==> src/sv/isq_pkg.sv <==
package isq_pkg;

  localparam int CAPACITY_DEF   = 16;
  localparam int DATA_WIDTH_DEF = 32;

  // fixed field widths of the command and result items
  localparam int CMD_W  = 3;
  localparam int POS_W  = 8;
  localparam int VAL_W  = 32;
  localparam int CNT_W  = 9;
  localparam int STAT_W = 2;

  typedef enum logic [CMD_W-1:0] {
    CMD_PUSH_FRONT = 3'd0,
    CMD_PUSH_BACK  = 3'd1,
    CMD_INSERT     = 3'd2,
    CMD_REMOVE     = 3'd3,
    CMD_POP_FRONT  = 3'd4,
    CMD_POP_BACK   = 3'd5,
    CMD_READ       = 3'd6,
    CMD_CLEAR      = 3'd7
  } cmd_t;

  typedef enum logic [STAT_W-1:0] {
    ST_OK    = 2'd0,
    ST_FULL  = 2'd1,
    ST_RANGE = 2'd2
  } status_t;

  typedef struct packed {
    cmd_t             cmd;
    logic [POS_W-1:0] position;
    logic [VAL_W-1:0] value_in;
  } cmd_item_t;

  typedef struct packed {
    logic [VAL_W-1:0] value_out;
    logic [CNT_W-1:0] occupancy;
    status_t          status;
  } res_item_t;

  // broadcast to every cell: open a slot at pos, or close the slot at pos
  typedef struct packed {
    logic             add;
    logic             take;
    logic [CNT_W-1:0] pos;
  } cell_ctl_t;

endpackage

==> src/sv/isq_stream_if.sv <==
interface isq_stream_if #(
  parameter type payload_t = logic
) ();
  logic     valid;
  logic     ready;
  payload_t data;

  modport source (output valid, output data, input ready);
  modport sink   (input valid, input data, output ready);
endinterface

==> src/sv/isq_cell.sv <==
module isq_cell #(
  parameter int DATA_WIDTH = isq_pkg::DATA_WIDTH_DEF,
  parameter int IDX        = 0
) (
  input  logic                  clk,
  input  isq_pkg::cell_ctl_t    ctl,
  input  logic [DATA_WIDTH-1:0] new_data,
  input  logic [DATA_WIDTH-1:0] left_data,
  input  logic [DATA_WIDTH-1:0] right_data,
  output logic [DATA_WIDTH-1:0] data_q
);
  import isq_pkg::*;

  localparam logic [CNT_W-1:0] MY_IDX = CNT_W'(IDX);

  logic [DATA_WIDTH-1:0] data_r;

  // slot at pos takes the new word, cells above it move up;
  // on a take, the slot at pos and everything above move down
  always_ff @(posedge clk) begin
    if (ctl.add && (ctl.pos == MY_IDX)) begin
      data_r <= new_data;
    end else if (ctl.add && (ctl.pos < MY_IDX)) begin
      data_r <= left_data;
    end else if (ctl.take && (ctl.pos <= MY_IDX)) begin
      data_r <= right_data;
    end
  end

  assign data_q = data_r;

endmodule

==> src/sv/indexed_sequence_store_core.sv <==
// Channel   Dir   Payload                                  Transfer when
// in_ch     in    cmd[3], position[8], value_in[32]        in_ch.valid & in_ch.ready
// out_ch    out   value_out[32], occupancy[9], status[2]   out_ch.valid & out_ch.ready
//
// One command per cycle; its result is presented the cycle after the transfer.
// The whole row of cells shifts together, so the rate is set only by the
// output register: a new command is taken whenever that register is empty or
// is being drained in the same cycle.
// Reset (rst_n low, synchronous) empties the store, drops any held result and keeps
// in_ch.ready low; cell contents are not cleared, entries above the count are never read.
module indexed_sequence_store_core #(
  parameter int CAPACITY   = isq_pkg::CAPACITY_DEF,
  parameter int DATA_WIDTH = isq_pkg::DATA_WIDTH_DEF
) (
  input  logic         clk,
  input  logic         rst_n,
  isq_stream_if.sink   in_ch,
  isq_stream_if.source out_ch
);
  import isq_pkg::*;

  localparam int IDX_W = (CAPACITY > 1) ? $clog2(CAPACITY) : 1;
  localparam logic [CNT_W-1:0] CAP_CNT = CNT_W'(CAPACITY);

  // ---------------------------------------------------------------------------
  // Control state
  // ---------------------------------------------------------------------------
  logic [CNT_W-1:0] count_r, count_nxt;
  logic             out_valid_r;
  res_item_t        out_res_r, res_nxt;

  logic accept;
  // no transfer in while reset is held
  assign in_ch.ready = rst_n && (!out_valid_r || out_ch.ready);
  assign accept      = in_ch.valid && in_ch.ready;

  // ---------------------------------------------------------------------------
  // Row of cells
  // ---------------------------------------------------------------------------
  logic [DATA_WIDTH-1:0] cell_q [CAPACITY];
  logic [DATA_WIDTH-1:0] new_word;
  logic [63:0]           in_ext;
  cell_ctl_t             ctl;

  // value_in masked / extended to the storage width
  assign in_ext   = 64'(in_ch.data.value_in);
  assign new_word = in_ext[DATA_WIDTH-1:0];

  for (genvar i = 0; i < CAPACITY; i++) begin : g_cell
    logic [DATA_WIDTH-1:0] left_w, right_w;
    if (i == 0) begin : g_first
      assign left_w = '0;
    end else begin : g_left
      assign left_w = cell_q[i-1];
    end
    if (i == CAPACITY - 1) begin : g_last
      assign right_w = '0;
    end else begin : g_right
      assign right_w = cell_q[i+1];
    end

    isq_cell #(
      .DATA_WIDTH (DATA_WIDTH),
      .IDX        (i)
    ) u_cell (
      .clk        (clk),
      .ctl        (ctl),
      .new_data   (new_word),
      .left_data  (left_w),
      .right_data (right_w),
      .data_q     (cell_q[i])
    );
  end

  // ---------------------------------------------------------------------------
  // Command decode
  // ---------------------------------------------------------------------------
  logic [CNT_W-1:0]      pos_ext;
  logic                  full, empty;
  logic                  add_ok, take_ok, rd_ok;
  logic [CNT_W-1:0]      op_pos;
  status_t               st;
  logic                  clear_cmd;
  logic [DATA_WIDTH-1:0] rd_word;
  logic [63:0]           rd_ext;

  assign pos_ext = CNT_W'(in_ch.data.position);
  assign full    = (count_r >= CAP_CNT);
  assign empty   = (count_r == '0);

  always_comb begin
    add_ok    = 1'b0;
    take_ok   = 1'b0;
    rd_ok     = 1'b0;
    clear_cmd = 1'b0;
    op_pos    = '0;
    st        = ST_OK;
    case (in_ch.data.cmd)
      CMD_PUSH_FRONT: begin
        if (full) st = ST_FULL;
        else add_ok = 1'b1;
      end
      CMD_PUSH_BACK: begin
        op_pos = count_r;
        if (full) st = ST_FULL;
        else add_ok = 1'b1;
      end
      CMD_INSERT: begin
        // range check comes before the full check
        op_pos = pos_ext;
        if (pos_ext > count_r) st = ST_RANGE;
        else if (full) st = ST_FULL;
        else add_ok = 1'b1;
      end
      CMD_REMOVE: begin
        op_pos = pos_ext;
        if (pos_ext >= count_r) st = ST_RANGE;
        else take_ok = 1'b1;
      end
      CMD_POP_FRONT: begin
        if (empty) st = ST_RANGE;
        else take_ok = 1'b1;
      end
      CMD_POP_BACK: begin
        op_pos = count_r - CNT_W'(1);
        if (empty) st = ST_RANGE;
        else take_ok = 1'b1;
      end
      CMD_READ: begin
        op_pos = pos_ext;
        if (pos_ext >= count_r) st = ST_RANGE;
        else rd_ok = 1'b1;
      end
      CMD_CLEAR: begin
        clear_cmd = 1'b1;
      end
      default: begin
        st = ST_RANGE;
      end
    endcase
  end

  // cells only move on an accepted, successful add or take
  always_comb begin
    ctl.add  = accept && add_ok;
    ctl.take = accept && take_ok;
    ctl.pos  = op_pos;
  end

  // single read port: op_pos is in range whenever the word is used
  assign rd_word = cell_q[op_pos[IDX_W-1:0]];
  assign rd_ext  = (take_ok || rd_ok) ? 64'(rd_word) : 64'd0;

  always_comb begin
    count_nxt = count_r;
    if (clear_cmd) count_nxt = '0;
    else if (add_ok) count_nxt = count_r + CNT_W'(1);
    else if (take_ok) count_nxt = count_r - CNT_W'(1);
  end

  always_comb begin
    res_nxt.value_out = rd_ext[VAL_W-1:0];
    res_nxt.occupancy = count_nxt;
    res_nxt.status    = st;
  end

  // ---------------------------------------------------------------------------
  // Registers
  // ---------------------------------------------------------------------------
  always_ff @(posedge clk) begin
    if (!rst_n) begin
      count_r     <= '0;
      out_valid_r <= 1'b0;
    end else begin
      if (accept) begin
        count_r     <= count_nxt;
        out_valid_r <= 1'b1;
      end else if (out_ch.ready) begin
        out_valid_r <= 1'b0;
      end
    end
  end

  // result payload, loaded with each transfer in
  always_ff @(posedge clk) begin
    if (accept) begin
      out_res_r <= res_nxt;
    end
  end

  assign out_ch.valid = out_valid_r;
  assign out_ch.data  = out_res_r;

endmodule

==> src/flat_wrapper.sv <==
// flat-port wrapper written by rule: the top's interface ports become plain ports
module indexed_sequence_store_core_flat import isq_pkg::*;
#(
  parameter int CAPACITY   = isq_pkg::CAPACITY_DEF,
  parameter int DATA_WIDTH = isq_pkg::DATA_WIDTH_DEF
)
  (clk, rst_n, in_ch_valid, in_ch_data, in_ch_ready, out_ch_valid, out_ch_data, out_ch_ready);
  isq_stream_if #(.payload_t(cmd_item_t)) in_ch_i ();
  isq_stream_if #(.payload_t(res_item_t)) out_ch_i ();
  input  logic clk;
  input  logic rst_n;
  input wire logic [$bits(in_ch_i.valid)-1:0] in_ch_valid;
  input wire logic [$bits(in_ch_i.data)-1:0] in_ch_data;
  output wire logic [$bits(in_ch_i.ready)-1:0] in_ch_ready;
  output wire logic [$bits(out_ch_i.valid)-1:0] out_ch_valid;
  output wire logic [$bits(out_ch_i.data)-1:0] out_ch_data;
  input wire logic [$bits(out_ch_i.ready)-1:0] out_ch_ready;
  assign in_ch_i.valid = in_ch_valid;
  assign in_ch_i.data = in_ch_data;
  assign in_ch_ready = in_ch_i.ready;
  assign out_ch_valid = out_ch_i.valid;
  assign out_ch_data = out_ch_i.data;
  assign out_ch_i.ready = out_ch_ready;
  indexed_sequence_store_core #(.CAPACITY(CAPACITY), .DATA_WIDTH(DATA_WIDTH)) u_core (.clk(clk), .rst_n(rst_n), .in_ch(in_ch_i), .out_ch(out_ch_i));
endmodule
==> config.mk <==
export PLATFORM = sky130hd
export DESIGN_NAME = indexed_sequence_store_core_flat
export DESIGN_NICKNAME = d
export VERILOG_FILES = /design/src/sv/isq_pkg.sv /design/src/sv/isq_stream_if.sv /design/src/sv/isq_cell.sv /design/src/sv/indexed_sequence_store_core.sv /design/src/flat_wrapper.sv
export SDC_FILE = /design/constraint.sdc
export NUM_CORES = 1
export LEC_CHECK = 0
export BUFFER_PORTS_ARGS = -buffer_cell sky130_fd_sc_hd__buf_2
export CELL_PAD_IN_SITES_DETAIL_PLACEMENT = 1
export CELL_PAD_IN_SITES_GLOBAL_PLACEMENT = 1
export CORE_MARGIN = 5
export CORE_UTILIZATION = 40
export CTS_CLUSTER_DIAMETER = 30
export DETAILED_ROUTE_END_ITERATION = 12
export PLACE_DENSITY_LB_ADDON = 0.2
export SLEW_MARGIN = 0
export SYNTH_ARGS = -nofsm -noshare
export SYNTH_HDL_FRONTEND = slang
export SYNTH_SLANG_ARGS = --single-unit
==> constraint.sdc <==
create_clock -name clk -period 10.3 [get_ports clk]
set_input_delay 2.575 -clock clk [delete_from_list [all_inputs] [get_ports clk]]
set_output_delay 2.575 -clock clk [all_outputs]
set_load 0.03 [all_outputs]
-- After elaboration in Yosys (flattened, before gate mapping)
Cells that the tools add are included.
- input port bits: 47
- output and inout port bits: 45
- register bits: 565
- word-level logic and storage cells: 231
- equal/unequal tests: 22
- add/sub/neg operators: 2
- $lt $le $gt $ge: 36
- muxes and demuxes: 70
- reduce and logical (&&, ||, !) cells: 79
- bitwise gates (word level): 1
- operator list (operator ; count):
    32-bit 2-to-1 mux ; 50
    32-bit binary-select mux with 4-bit select ; 1
    9-bit by 4-bit equality test with 1-bit output, second input constant ; 8
    9-bit by 4-bit <= comparator with 1-bit output, second input constant ; 8
    9-bit by 4-bit less-than comparator with 1-bit output, second input constant ; 8
    1-bit logical AND ; 52
    3-bit nonzero test ; 16
    9-bit by 3-bit equality test with 1-bit output, second input constant ; 4
    9-bit by 3-bit <= comparator with 1-bit output, second input constant ; 4
    9-bit by 3-bit less-than comparator with 1-bit output, second input constant ; 4
    9-bit 2-to-1 mux ; 3
    9-bit one-hot mux with 3 select lines ; 1
    9-bit by 2-bit equality test with 1-bit output, second input constant ; 2
    9-bit by 1-bit <= comparator with 1-bit output, second input constant ; 2
    9-bit by 2-bit <= comparator with 1-bit output, second input constant ; 2
    9-bit zero test ; 2
    9-bit by 1-bit less-than comparator with 1-bit output, second input constant ; 2
    9-bit by 2-bit less-than comparator with 1-bit output, second input constant ; 2
    3-bit equality test, second input constant ; 4
    9-bit by 1-bit adder with 9-bit output, second input constant ; 1
    9-bit by 1-bit equality test with 1-bit output, second input constant ; 1
    8-bit by 9-bit greater-or-equal comparator with 1-bit output ; 1
    9-bit by 5-bit greater-or-equal comparator with 1-bit output, second input constant ; 1
    8-bit by 9-bit greater-than comparator with 1-bit output ; 1
    15 further kinds ; 30

-- Longest topological paths before layout
Gate-level depths: netlist of run 1.
- word-level depth: 9
- gate-level depth with buffers: 15
- mapped depth without buffers: 10

-- By module
Synthesis of run 1 repeated with hierarchy kept, for this count alone.
- cells, all modules: 3712
- area, all modules: 39128.8 um^2
- by module, submodules not included (module ; times used ; sequential area each (um^2) ; area an instance (um^2) ; cells an instance):
    indexed_sequence_store_core ; 1 ; 1491.4 ; 7453.4 ; 1216
    isq_cell (u_core.g_cell[13].u_cell) ; 1 ; 960.9 ; 2593.7 ; 232
    isq_cell (u_core.g_cell[9].u_cell) ; 1 ; 960.9 ; 2359.8 ; 231
    isq_cell (u_core.g_cell[6].u_cell) ; 1 ; 960.9 ; 2142.1 ; 160
    isq_cell (u_core.g_cell[2].u_cell) ; 1 ; 960.9 ; 2117.0 ; 230
    isq_cell (u_core.g_cell[10].u_cell) ; 1 ; 960.9 ; 2114.5 ; 228
    isq_cell (u_core.g_cell[8].u_cell) ; 1 ; 960.9 ; 2048.2 ; 158
    isq_cell (u_core.g_cell[15].u_cell) ; 1 ; 960.9 ; 2028.2 ; 108
    isq_cell (u_core.g_cell[4].u_cell) ; 1 ; 960.9 ; 1996.9 ; 154
    isq_cell (u_core.g_cell[7].u_cell) ; 1 ; 960.9 ; 1923.1 ; 108
    isq_cell (u_core.g_cell[3].u_cell) ; 1 ; 960.9 ; 1918.1 ; 108
    isq_cell (u_core.g_cell[1].u_cell) ; 1 ; 960.9 ; 1891.8 ; 107
    isq_cell (u_core.g_cell[12].u_cell) ; 1 ; 960.9 ; 1843.0 ; 120
    isq_cell (u_core.g_cell[11].u_cell) ; 1 ; 960.9 ; 1808.0 ; 179
    3 more rows ; - ; - ; - ; -

-- Worst setup path before layout of run 1
No wires, ideal clock.
- path kind: input port to flip-flop
- start point: input port out_ch_ready
- end point: register u_core.g_cell[6].u_cell.data_r[0] (enable)
- stages on the path: 8
- library setup time: 461 ps
- arrival time: 7067 ps
- slack: 2772 ps
- buffers on the path: 1
- required time: 9839 ps
- cells stage by stage: nand2b_1 > and2_1 > nand2_1 > inv_1 > and2_1 > nand3_1 > clkbuf_1 > nor3_1
- cells in the longest elaborated chain, start to end: 6
- elaborated cells between the ends (all ways): 9
- classes of those cells: reduce/logical (9)
- ends and longest elaborated chain (item ; line ; text):
    start: declaration ; flat_wrapper.sv:17 ; input wire logic [$bits(out_ch_i.ready)-1:0] out_ch_ready;
    1-bit logical OR (*) ; indexed_sequence_store_core.sv:34 ; assign in_ch.ready = rst_n && (!out_valid_r || out_ch.ready);
    1-bit logical AND (*) ; indexed_sequence_store_core.sv:34 ;
    net in_ch_ready ; flat_wrapper.sv:14 ; output wire logic [$bits(in_ch_i.ready)-1:0] in_ch_ready;
    1-bit logical AND (*) ; indexed_sequence_store_core.sv:35 ; assign accept = in_ch.valid && in_ch.ready;
    net u_core.accept ; indexed_sequence_store_core.sv:32 ; logic accept;
    1-bit logical AND, on equally long branches ; indexed_sequence_store_core.sv:145, indexed_sequence_store_core.sv:146 ;
    1-bit logical AND, on equally long branches ; isq_cell.sv:21, isq_cell.sv:23, isq_cell.sv:25 ;
    3-bit nonzero test (no source line) (*) ; - ;
    end signal: assignment ; isq_cell.sv:22 ; data_r <= new_data;
    end signal: assignment ; isq_cell.sv:24 ; data_r <= left_data;
    end signal: assignment ; isq_cell.sv:26 ; data_r <= right_data;
    end: declaration ; isq_cell.sv:16 ; logic [DATA_WIDTH-1:0] data_r;
The timed path passes the listed nets; every way through them passes the cells marked *.
A chain may end at the register's enable or synchronous reset.

-- Final worst setup path of run 1
- start point: input port in_ch_data[41]
- end point: register u_core.g_cell[10].u_cell.data_r[14] (data pin)
- cells in the longest elaborated chain, start to end: 7
- elaborated cells between the ends (all ways): 17
- classes of those cells: order compare (1); eq/ne (6); mux (4); reduce/logical (6)
- ends and longest elaborated chain (item ; line ; text):
    start: declaration ; flat_wrapper.sv:13 ; input wire logic [$bits(in_ch_i.data)-1:0] in_ch_data;
    3-bit by 2-bit equality test with 1-bit output, or another cell as far along ; indexed_sequence_store_core.sv:98 ; case (in_ch.data.cmd)
    3-bit OR reduction (no source line) / 2-bit OR reduction (equally long branches) ; - ;
    9-bit one-hot mux with 3 select lines / 1-bit one-hot mux with 2 select lines (equally long branches) ; indexed_sequence_store_core.sv:98 ;
    9-bit by 4-bit less-than comparator with 1-bit output / 1-bit logical AND (equally long branches) ; isq_cell.sv:23, indexed_sequence_store_core.sv:145 ;
    1-bit logical AND ; isq_cell.sv:23 ; end else if (ctl.add && (ctl.pos < MY_IDX)) begin
    32-bit 2-to-1 mux ; isq_cell.sv:23 ;
    32-bit 2-to-1 mux (*) ; isq_cell.sv:21 ; if (ctl.add && (ctl.pos == MY_IDX)) begin
    end signal: assignment ; isq_cell.sv:22 ;
    end signal: assignment ; isq_cell.sv:24 ;
    end signal: assignment ; isq_cell.sv:26 ;
    end: declaration ; isq_cell.sv:16 ;
Mark *: on every way between the ends. The rest lies on a longest branch, timed or not.

==> report_table.html, run 1 <==
<table>
<tr><th>Metric</th><th>Value</th></tr>
<tr><th colspan="2">Synthesis</th></tr>
<tr><td>Count of state elements after synthesis</td><td>about 570</td></tr>
<tr><td>Top cell type's share of synthesized area</td><td>0.502</td></tr>
<tr><td>Most area-consuming cells after synthesis</td><td>sky130_fd_sc_hd__edfxtp_1, sky130_fd_sc_hd__mux2i_1, sky130_fd_sc_hd__nand2_1, sky130_fd_sc_hd__a21oi_1, sky130_fd_sc_hd__nand3_1</td></tr>
<tr><td>Average cell area after synthesis</td><td>just under 10 um^2</td></tr>
<tr><td>Number of library cell types mapped by synthesis</td><td>63</td></tr>
<tr><td>Post-synth EDFFs</td><td>~560</td></tr>
<tr><td>Asr flop ratio synth</td><td>0</td></tr>
<tr><td>Nets in the synthesized netlist</td><td>roughly 3500</td></tr>
<tr><td>Number of synthesis warnings</td><td>0</td></tr>
<tr><td>Area of the mapped netlist</td><td>approximately 0.033 mm^2</td></tr>
<tr><td>Count of mapped cells out of synthesis</td><td>roughly 3400</td></tr>
<tr><td>Post-synthesis sequential area ratio</td><td>0.508</td></tr>
<tr><td>Predominant post-synthesis flop cell</td><td>sky130_fd_sc_hd__edfxtp_1</td></tr>
<tr><td>Cell type contributing the most total cell area after synthesis</td><td>sky130_fd_sc_hd__edfxtp_1</td></tr>
<tr><th colspan="2">Die</th></tr>
<tr><td>Chip width</td><td>298 um</td></tr>
<tr><td>Effective utilization at floorplan</td><td>0.404</td></tr>
<tr><td>Row count</td><td>between 100 and 150</td></tr>
<tr><td>Number of top-level design ports</td><td>92</td></tr>
<tr><td>Area enclosed by the die boundary</td><td>0.0889 mm^2</td></tr>
<tr><td>DIE HEIGHT</td><td>298 um</td></tr>
<tr><td>Core area</td><td>just over 0.08 mm^2</td></tr>
<tr><th colspan="2">GRT</th></tr>
<tr><td>Number of antenna violations at the first check in global routing</td><td>4</td></tr>
<tr><td>Pin count of the biggest net entering global routing</td><td>around 140</td></tr>
<tr><td>Remaining Overflow, GRT</td><td>0</td></tr>
<tr><td>First-pass GRT wire length</td><td>196000 um</td></tr>
<tr><td>Tot GR Track Use</td><td>0.287</td></tr>
<tr><td>Vias in the first global route</td><td>between 30000 and 40000</td></tr>
<tr><th colspan="2">Timing</th></tr>
<tr><td>Worst Setup Slack, final</td><td>3.91 ns</td></tr>
<tr><td>Endpoints failing hold</td><td>0</td></tr>
<tr><td>Final setup violation count</td><td>0</td></tr>
<tr><td>Post-route clock period utilization</td><td>0.620</td></tr>
<tr><td>Hold Slack</td><td>~0.5 ns</td></tr>
<tr><td>Pins Over Slew Limit</td><td>0</td></tr>
<tr><td>Shortest period the worst path allows</td><td>between 6 and 7 ns</td></tr>
<tr><td>Highest achievable clock rate</td><td>roughly 160 MHz</td></tr>
<tr><td>Worst slew margin relative to its limit</td><td>0.0826</td></tr>
<tr><td>Unrepaired setup endpoints after global routing</td><td>false</td></tr>
<tr><td>Post-route clock skew</td><td>between 0.03 and 0.04 ns</td></tr>
<tr><td>Post-Route Setup TNS</td><td>0 ns</td></tr>
<tr><td>Transition at the pin with the smallest max-transition slack</td><td>around 1.4 ns</td></tr>
<tr><th colspan="2">Power</th></tr>
<tr><td>Worst voltage drop across the vdd grid</td><td>approximately 160 uV</td></tr>
<tr><td>Power after layout</td><td>slightly below 9 mW</td></tr>
<tr><td>Pwr/cell area</td><td>between 200 and 250 mW/mm^2</td></tr>
<tr><td>Leakage dissipation</td><td>14.6 nW</td></tr>
<tr><th colspan="2">Finish</th></tr>
<tr><td>Register cell area after layout</td><td>between 0.015 and 0.02 mm^2</td></tr>
<tr><td>Diode count</td><td>0</td></tr>
<tr><td>Multi-input gate area</td><td>between 0.015 and 0.02 mm^2</td></tr>
<tr><td>Net count reported at finish</td><td>about 3500</td></tr>
<tr><td>Filler cell count</td><td>roughly 9000</td></tr>
<tr><td>Finished Core Util</td><td>0.483</td></tr>
<tr><td>Synthesis-to-layout area growth</td><td>19.7%</td></tr>
<tr><td>Non-Filler Instances</td><td>roughly 4600</td></tr>
<tr><td>Final design area excluding fillers</td><td>roughly 0.040 mm^2</td></tr>
<tr><td>Fraction of layout instances using a drive strength above 1</td><td>0.136</td></tr>
<tr><th colspan="2">Worst setup path</th></tr>
<tr><td>Arrival time reported for the critical path endpoint</td><td>6.83 ns</td></tr>
<tr><td>Startpoint types</td><td>input port</td></tr>
<tr><td>Worst Setup End Kind</td><td>register</td></tr>
<tr><td>Classification of the worst setup path</td><td>input port to register</td></tr>
<tr><td>WP data required</td><td>between 10 and 15 ns</td></tr>
<tr><td>Maximum fanout count along the critical path</td><td>just over 50</td></tr>
<tr><th colspan="2">Job</th></tr>
<tr><td>Max-capacitance violation count</td><td>0</td></tr>
<tr><th colspan="2">Clock network</th></tr>
<tr><td>CTS sink count</td><td>around 570</td></tr>
<tr><td>Buffer depth of the longest clock path</td><td>3</td></tr>
<tr><td>Clock buffer count from CTS</td><td>around 150</td></tr>
<tr><td>Post_cts resized</td><td>0</td></tr>
<tr><td>TritonCTS clock tree</td><td>built</td></tr>
<tr><td>Level count of the clock H-tree</td><td>4</td></tr>
<tr><td>Cell chosen for the clock root</td><td>sky130_fd_sc_hd__clkbuf_16</td></tr>
<tr><td>Setup repair bufs after CTS</td><td>0</td></tr>
<tr><td>Clock latency of the later-clocked register in the worst-skew pair</td><td>around 0.74 ns</td></tr>
<tr><td>Reg clk slew, reported paths</td><td>around 0.040 ns</td></tr>
<tr><td>Number of buffers inserted by hold repair at cts</td><td>0</td></tr>
<tr><th colspan="2">Drt</th></tr>
<tr><td>Remaining design rule violation count</td><td>0</td></tr>
<tr><td>DRC marker count from the first detailed-route iteration</td><td>roughly 2500</td></tr>
<tr><td>Average wire per cell in the routed design</td><td>between 20 and 30 um</td></tr>
<tr><td>Routed vias</td><td>just under 30000</td></tr>
<tr><td>Via/cell ratio</td><td>6.25</td></tr>
<tr><td>Routed wire length</td><td>132000 um</td></tr>
<tr><td>First drt pass iteration count</td><td>5</td></tr>
<tr><td>DRT antenna net count</td><td>0</td></tr>
<tr><th colspan="2">Placement</th></tr>
<tr><td>Cell Area, Placed</td><td>~0.035 mm^2</td></tr>
<tr><td>Count of buffers from port buffering</td><td>roughly 90</td></tr>
<tr><td>Weighted congestion reported at the end of routability-driven placement</td><td>between 0.8 and 0.9</td></tr>
<tr><td>Total half-perimeter wirelength after legalization and detailed placement</td><td>~76000 um</td></tr>
<tr><td>Cell Count Post-Placement</td><td>about 4400</td></tr>
<tr><td>Pre-CTS worst setup slack</td><td>around 3.4 ns</td></tr>
<tr><th colspan="2">Outcome</th></tr>
<tr><td>Result of the run</td><td>finished, final reports clean</td></tr>
<tr><th colspan="2">Worst hold path</th></tr>
<tr><td>Path type of the worst min-delay path</td><td>register to register</td></tr>
</table>
final cells by class:
type	instances	share of cell area
clock buffers	180	0.100
clock inverters	102	0.0304
inverters	16	0.00151
multi-input cells	2551	0.384
flip-flops and latches	565	0.424
well taps	1070	0.0337
repair buffers	164	0.0259
synth_stat cells, types with 18 or more instances:
master / count
sky130_fd_sc_hd__buf_2: 30
sky130_fd_sc_hd__nor3_1: 46
sky130_fd_sc_hd__buf_4: 18
sky130_fd_sc_hd__mux2_2: 32
sky130_fd_sc_hd__a22o_1: 32
sky130_fd_sc_hd__buf_1: 23
sky130_fd_sc_hd__a21oi_1: 303
sky130_fd_sc_hd__o21ai_1: 34
sky130_fd_sc_hd__o21ai_0: 140
sky130_fd_sc_hd__nand3_1: 277
sky130_fd_sc_hd__edfxtp_1: 555
sky130_fd_sc_hd__mux2i_1: 448
sky130_fd_sc_hd__nand2_1: 700
sky130_fd_sc_hd__nor2_1: 292
sky130_fd_sc_hd__and3_1: 34
sky130_fd_sc_hd__clkbuf_1: 230
sky130_fd_sc_hd__a311oi_1: 97
registers in the layout (all words and copies together), names as in the netlist:
signal / flops
u_core.count_r: 9
u_core.g_cell.u_cell.data_q: 512
u_core.out_ch.valid: 1
u_core.out_ch.data: 43
path summary, 6_finish.rpt:
check	start	to	slack, ns	cells after the start
worst max-delay path	in_ch_data[41]	u_core.g_cell[10].u_cell.data_q[14]$_DFFE_PP_	3.91	11
worst min-delay path	u_core.out_ch.valid$_SDFFE_PN0P_	u_core.out_ch.valid$_SDFFE_PN0P_	0.50	2
worst max register to register	u_core.count_r[0]$_SDFFE_PN0P_	u_core.g_cell[6].u_cell.data_q[19]$_DFFE_PP_	5.15	11
worst min register to register	u_core.out_ch.valid$_SDFFE_PN0P_	u_core.out_ch.valid$_SDFFE_PN0P_	0.50	2
placed cells by master (no fill, tap or decap), types with 5 or more instances in the layout:
cell                         count
sky130_fd_sc_hd__nor2_1        282
sky130_fd_sc_hd__o21ai_0       140
sky130_fd_sc_hd__nor3_1         39
sky130_fd_sc_hd__nand2_2         5
sky130_fd_sc_hd__or3_1           5
sky130_fd_sc_hd__clkbuf_1       23
sky130_fd_sc_hd__mux2_2         32
sky130_fd_sc_hd__nand2_1       695
sky130_fd_sc_hd__nand3_1       273
sky130_fd_sc_hd__a311oi_1       97
sky130_fd_sc_hd__a21oi_1       299
sky130_fd_sc_hd__inv_1          14
sky130_fd_sc_hd__clkinv_2       28
sky130_fd_sc_hd__o21ai_1        33
sky130_fd_sc_hd__a22o_1         32
sky130_fd_sc_hd__dfxtp_1        10
sky130_fd_sc_hd__clkbuf_16     155
sky130_fd_sc_hd__inv_6           5
sky130_fd_sc_hd__nor3_2          9
sky130_fd_sc_hd__nor2_4         12
sky130_fd_sc_hd__and3_1         34
sky130_fd_sc_hd__mux2i_1       448
sky130_fd_sc_hd__nand4_1         6
sky130_fd_sc_hd__bufinv_16      23
sky130_fd_sc_hd__xnor2_1        12
sky130_fd_sc_hd__edfxtp_1      555
sky130_fd_sc_hd__o21a_1          6
sky130_fd_sc_hd__clkinv_1       32
sky130_fd_sc_hd__nor3_4          5
sky130_fd_sc_hd__buf_2          91
sky130_fd_sc_hd__clkinvlp_4      6
sky130_fd_sc_hd__buf_4          71
sky130_fd_sc_hd__ha_1           11
cells by family (layout without fill, tap and decap cells):
group / Yosys count / after routing / synth area share
adders and majority gates: 11 / 11 / 0.00415
muxes: 480 / 480 / 0.146
xor gates and xnor gates: 13 / 13 / 0.00343
and+or+nand+nor: 1402 / 1402 / 0.180
buffers and inverters: 325 / 462 / 0.0417
AOI/OAI and AO/OA: 645 / 645 / 0.116
DFF: 565 / 565 / 0.508
routing by layer:
metal	vias to the layer above	wire (um)	global-route usage
met5	-	13	0
met4	2	5690	0.122
met3	361	8160	0.0470
met2	1181	62800	0.478
met1	14900	55400	0.372
li1	12600	-	-
power breakdown:
group / switching (mW) / total, mW / internal [mW]
Clock: 1.50 / 4.82 / 3.32
Combinational: 0.954 / 1.33 / 0.375
Sequential: 0.0933 / 2.79 / 2.70
worst max-delay path: stages:
cell,delay [ns]
sky130_fd_sc_hd__buf_2,0.24
sky130_fd_sc_hd__a21boi_0,0.49
sky130_fd_sc_hd__nand2_1,0.26
sky130_fd_sc_hd__o21a_4,0.29
sky130_fd_sc_hd__buf_4,0.43
sky130_fd_sc_hd__nor2_1,0.48
sky130_fd_sc_hd__and2_1,0.29
sky130_fd_sc_hd__or2_2,0.79
sky130_fd_sc_hd__buf_4,0.53
sky130_fd_sc_hd__mux2i_1,0.29
sky130_fd_sc_hd__a21oi_1,0.09
No activity file was read; power rests on OpenSTA's default activity.
==> run 2: changes to the inputs <==
==> constraint.sdc (replaced) <==
create_clock -name clk -period 5.35 [get_ports clk]
set_input_delay 1.3375 -clock clk [delete_from_list [all_inputs] [get_ports clk]]
set_output_delay 1.3375 -clock clk [all_outputs]
set_load 0.03 [all_outputs]
==> report_table.html, run 2 (synthesis results as in run 1) <==
<table>
<tr><th>Metric</th><th>Value</th></tr>
<tr><th colspan="2">Timing</th></tr>
<tr><td>Pins Over Slew Limit</td><td>0 (unchanged)</td></tr>
<tr><td>Post-Route Setup TNS</td><td>0 ns (unchanged)</td></tr>
<tr><td>Worst slew margin relative to its limit</td><td>0.207 (was 0.0826)</td></tr>
<tr><td>Final setup violation count</td><td>0 (unchanged)</td></tr>
<tr><td>Endpoints failing hold</td><td>0 (unchanged)</td></tr>
<tr><td>Unrepaired setup endpoints after global routing</td><td>false (unchanged)</td></tr>
<tr><td>Highest achievable clock rate</td><td>229 MHz</td></tr>
<tr><td>Post-route clock period utilization</td><td>0.816</td></tr>
<tr><td>Worst Setup Slack, final</td><td>0.983 ns (was 3.91 ns)</td></tr>
<tr><td>Shortest period the worst path allows</td><td>between 4 and 5 ns</td></tr>
<tr><td>Transition at the pin with the smallest max-transition slack</td><td>1.18 ns (was 1.37 ns)</td></tr>
<tr><td>Post-route clock skew</td><td>0.0200 ns (was 0.0304 ns)</td></tr>
<tr><th colspan="2">Finish</th></tr>
<tr><td>Fraction of layout instances using a drive strength above 1</td><td>0.148 (was 0.136)</td></tr>
<tr><td>Top library cells by usage in the layout, fill and taps aside</td><td>sky130_fd_sc_hd__nand2_1, sky130_fd_sc_hd__edfxtp_1, sky130_fd_sc_hd__mux2i_1 (unchanged)</td></tr>
<tr><td>Flip-flop count of the largest register after layout</td><td>512 (unchanged)</td></tr>
<tr><td>Net count reported at finish</td><td>3565 (was 3508)</td></tr>
<tr><td>Filler cell count</td><td>8999 (was 8994)</td></tr>
<tr><td>Commonest non-fill, non-tap cell in the layout</td><td>sky130_fd_sc_hd__nand2_1 (unchanged)</td></tr>
<tr><td>Synthesis-to-layout area growth</td><td>21.5% (was 19.7%)</td></tr>
<tr><td>Finished Core Util</td><td>0.490 (was 0.483)</td></tr>
<tr><th colspan="2">Die</th></tr>
<tr><td>Row count</td><td>105 (unchanged)</td></tr>
<tr><td>Effective utilization at floorplan</td><td>0.404 (unchanged)</td></tr>
<tr><td>Number of top-level design ports</td><td>92 (unchanged)</td></tr>
<tr><td>Chip width</td><td>298 um (unchanged)</td></tr>
<tr><td>DIE HEIGHT</td><td>298 um (unchanged)</td></tr>
<tr><td>Core area</td><td>0.0822 mm^2 (unchanged)</td></tr>
<tr><td>Area enclosed by the die boundary</td><td>0.0889 mm^2 (unchanged)</td></tr>
<tr><th colspan="2">Clock network</th></tr>
<tr><td>Reg clk slew, reported paths</td><td>0.04 ns (about the same)</td></tr>
<tr><td>Number of buffers inserted by hold repair at cts</td><td>0 (unchanged)</td></tr>
<tr><td>CTS sink count</td><td>565 (unchanged)</td></tr>
<tr><td>Cell chosen for the clock root</td><td>sky130_fd_sc_hd__clkbuf_16 (unchanged)</td></tr>
<tr><td>Post_cts resized</td><td>0 (unchanged)</td></tr>
<tr><td>Buffer depth of the longest clock path</td><td>3 (unchanged)</td></tr>
<tr><td>Setup repair bufs after CTS</td><td>0 (unchanged)</td></tr>
<tr><td>TritonCTS clock tree</td><td>built (unchanged)</td></tr>
<tr><td>Clock buffer count from CTS</td><td>152 (unchanged)</td></tr>
<tr><td>Clock latency of the later-clocked register in the worst-skew pair</td><td>0.73 ns (was 0.74 ns)</td></tr>
<tr><td>Level count of the clock H-tree</td><td>4 (unchanged)</td></tr>
<tr><th colspan="2">GRT</th></tr>
<tr><td>Vias in the first global route</td><td>31000 (was 30400)</td></tr>
<tr><td>Pin count of the biggest net entering global routing</td><td>94 (was 141)</td></tr>
<tr><td>Met3 capacity usage during global routing</td><td>0.0564 (was 0.0470)</td></tr>
<tr><td>Most crowded layer after global routing</td><td>met2 (unchanged)</td></tr>
<tr><td>Remaining Overflow, GRT</td><td>0 (unchanged)</td></tr>
<tr><td>Number of antenna violations at the first check in global routing</td><td>6 (was 4)</td></tr>
<tr><td>First-pass GRT wire length</td><td>202000 um (was 196000 um)</td></tr>
<tr><td>Fraction of met2 tracks used by global routing</td><td>0.484 (was 0.478)</td></tr>
<tr><td>Tot GR Track Use</td><td>0.297 (was 0.287)</td></tr>
<tr><td>Met1 routing resource usage after global routing</td><td>0.383 (was 0.372)</td></tr>
<tr><th colspan="2">Worst hold path</th></tr>
<tr><td>Path type of the worst min-delay path</td><td>register to register (unchanged)</td></tr>
<tr><td>Sink of the worst hold path</td><td>u_core.out_ch.valid$_SDFFE_PN0P_ (unchanged)</td></tr>
<tr><td>HP Start</td><td>u_core.out_ch.valid$_SDFFE_PN0P_ (unchanged)</td></tr>
<tr><td>Cells on Worst Hold Path</td><td>2 (unchanged)</td></tr>
<tr><th colspan="2">Worst setup path</th></tr>
<tr><td>Register-to-register path setup slack</td><td>0.98 ns (was 5.15 ns)</td></tr>
<tr><td>Maximum fanout count along the critical path</td><td>17 (was 51)</td></tr>
<tr><td>Startpoint types</td><td>register (was input port)</td></tr>
<tr><td>Launch instance of the worst register-to-register path</td><td>u_core.count_r[0]$_SDFFE_PN0P_ (unchanged)</td></tr>
<tr><td>WP data required</td><td>5.72 ns (was 10.74 ns)</td></tr>
<tr><td>Worst Setup End Kind</td><td>register (unchanged)</td></tr>
<tr><td>Worst reg2reg path endpoint</td><td>u_core.g_cell[6].u_cell.data_q[21]$_DFFE_PP_ (was u_core.g_cell[6].u_cell.data_q[19]$_DFFE_PP_)</td></tr>
<tr><td>Number of cells on the worst reg-to-reg path</td><td>9 (was 11)</td></tr>
<tr><td>Arrival time reported for the critical path endpoint</td><td>4.74 ns (was 6.83 ns)</td></tr>
<tr><td>Classification of the worst setup path</td><td>register to register (was input port to register)</td></tr>
<tr><th colspan="2">Drt</th></tr>
<tr><td>Routed wire length</td><td>136000 um (was 132000 um)</td></tr>
<tr><td>DRC marker count from the first detailed-route iteration</td><td>2705 (was 2523)</td></tr>
<tr><td>First drt pass iteration count</td><td>5 (unchanged)</td></tr>
<tr><td>Average wire per cell in the routed design</td><td>29.0 um (was 28.4 um)</td></tr>
<tr><td>Remaining design rule violation count</td><td>0 (unchanged)</td></tr>
<tr><td>DRT antenna net count</td><td>0 (unchanged)</td></tr>
<tr><td>Via/cell ratio</td><td>6.28 (was 6.25)</td></tr>
<tr><td>Routed vias</td><td>29500 (was 29000)</td></tr>
<tr><th colspan="2">Outcome</th></tr>
<tr><td>Result of the run</td><td>finished, final reports clean (unchanged)</td></tr>
<tr><th colspan="2">Power</th></tr>
<tr><td>Worst voltage drop across the vdd grid</td><td>321 uV (was 164 uV)</td></tr>
<tr><td>Leakage dissipation</td><td>15.0 nW (was 14.6 nW)</td></tr>
<tr><td>Pwr/cell area</td><td>423 mW/mm^2 (was 225 mW/mm^2)</td></tr>
<tr><th colspan="2">Placement</th></tr>
<tr><td>Total half-perimeter wirelength after legalization and detailed placement</td><td>80500 um (was 76200 um)</td></tr>
<tr><td>Count of buffers from port buffering</td><td>91 (unchanged)</td></tr>
<tr><td>Weighted congestion reported at the end of routability-driven placement</td><td>0.882 (was 0.846)</td></tr>
<tr><td>Pre-CTS worst setup slack</td><td>0.294 ns (was 3.35 ns)</td></tr>
<tr><th colspan="2">Job</th></tr>
<tr><td>Max-capacitance violation count</td><td>0 (unchanged)</td></tr>
</table>
## run 2: cell count changes in the layout (fill, tap and decap cells not counted), moves of 2 or more
| cell | change |
|---|---|
| sky130_fd_sc_hd__buf_4 | +30 |
| sky130_fd_sc_hd__clkinvlp_4 | -3 |
| sky130_fd_sc_hd__clkinv_16 | -2 |
| sky130_fd_sc_hd__bufinv_16 | -5 |
| sky130_fd_sc_hd__clkinv_4 | +4 |
| sky130_fd_sc_hd__clkinv_8 | +2 |
| sky130_fd_sc_hd__diode_2 | +3 |
| sky130_fd_sc_hd__clkbuf_1 | +3 |
| sky130_fd_sc_hd__clkbuf_16 | -2 |
| sky130_fd_sc_hd__buf_12 | +27 |
| sky130_fd_sc_hd__clkinv_1 | -2 |
## run 2: cell type report
| class | count | area [um^2] | area share |
|---|---|---|---|
| multi-input combinational | 2551 | 15300 | 0.378 |
| clock buffer | 181 | 3950 | 0.0980 |
| inverter | 16 | 60.1 | 0.00149 |
| timing repair buffer | 221 | 1790 | 0.0445 |
| sequential | 565 | 16900 | 0.418 |
| tap | 1070 | 1340 | 0.0332 |
| clock inverter | 97 | 1060 | 0.0262 |
| antenna | 3 | 7.51 | 0.000186 |
## run 2: metrics by stage
step           instances  instance area (um^2)  hold slack, ns  power, mW
3_3_place_gp        4423                 35300           0.485       8.00
5_1_grt             4701                 40300           0.547       17.6
4_1_cts             4701                 40300           0.520       17.1
2_1_floorplan       3441                 33200           0.468       7.00
6_report            4704                 40300           0.512       17.1
3_5_place_dp        4423                 35300           0.512       8.08
## run 2: critical path: stages (launching register included)
cell and delay [ns]:
sky130_fd_sc_hd__dfxtp_1 0.64, sky130_fd_sc_hd__inv_1 0.17, sky130_fd_sc_hd__ha_1 0.34, sky130_fd_sc_hd__and4bb_2 0.33, sky130_fd_sc_hd__nor3b_1 0.17, sky130_fd_sc_hd__xor2_1 0.20
sky130_fd_sc_hd__a221oi_4 0.48, sky130_fd_sc_hd__nand3_1 0.24, sky130_fd_sc_hd__nor3_4 0.93, sky130_fd_sc_hd__buf_4 0.48
## run 2: where the power goes
group	leakage (nW)	internal (mW)	switching [mW]
Clock	2.45	6.09	2.89
Combinational	7.37	0.809	1.89
Sequential	5.13	5.19	0.184
Total	15.0	12.1	4.96
## run 2: per-layer routing
metal | part of all wire | up-vias
met4 | 0.046 | 2
met2 | 0.47 | 1421
met5 | 0.000051 | -
met3 | 0.076 | 371
met1 | 0.41 | 15000
li1 | - | 12700
## run 2: how the worst max path moves through the flow
stage	from	endpoint	slack [ns]
final	u_core.count_r[0]$_SDFFE_PN0P_	u_core.g_cell[6].u_cell.data_q[21]$_DFFE_PP_	0.98
after floorplan	out_ch_ready	u_core.g_cell[4].u_cell.data_q[0]$_DFFE_PP_	-0.78
after CTS	u_core.count_r[1]$_SDFFE_PN0P_	u_core.g_cell[6].u_cell.data_q[21]$_DFFE_PP_	0.90
after global routing	u_core.count_r[1]$_SDFFE_PN0P_	u_core.g_cell[6].u_cell.data_q[21]$_DFFE_PP_	0.76
after detailed placement	in_ch_data[42]	u_core.g_cell[6].u_cell.data_q[25]$_DFFE_PP_	0.29
after global placement	in_ch_data[35]	u_core.g_cell[6].u_cell.data_q[24]$_DFFE_PP_	0.52
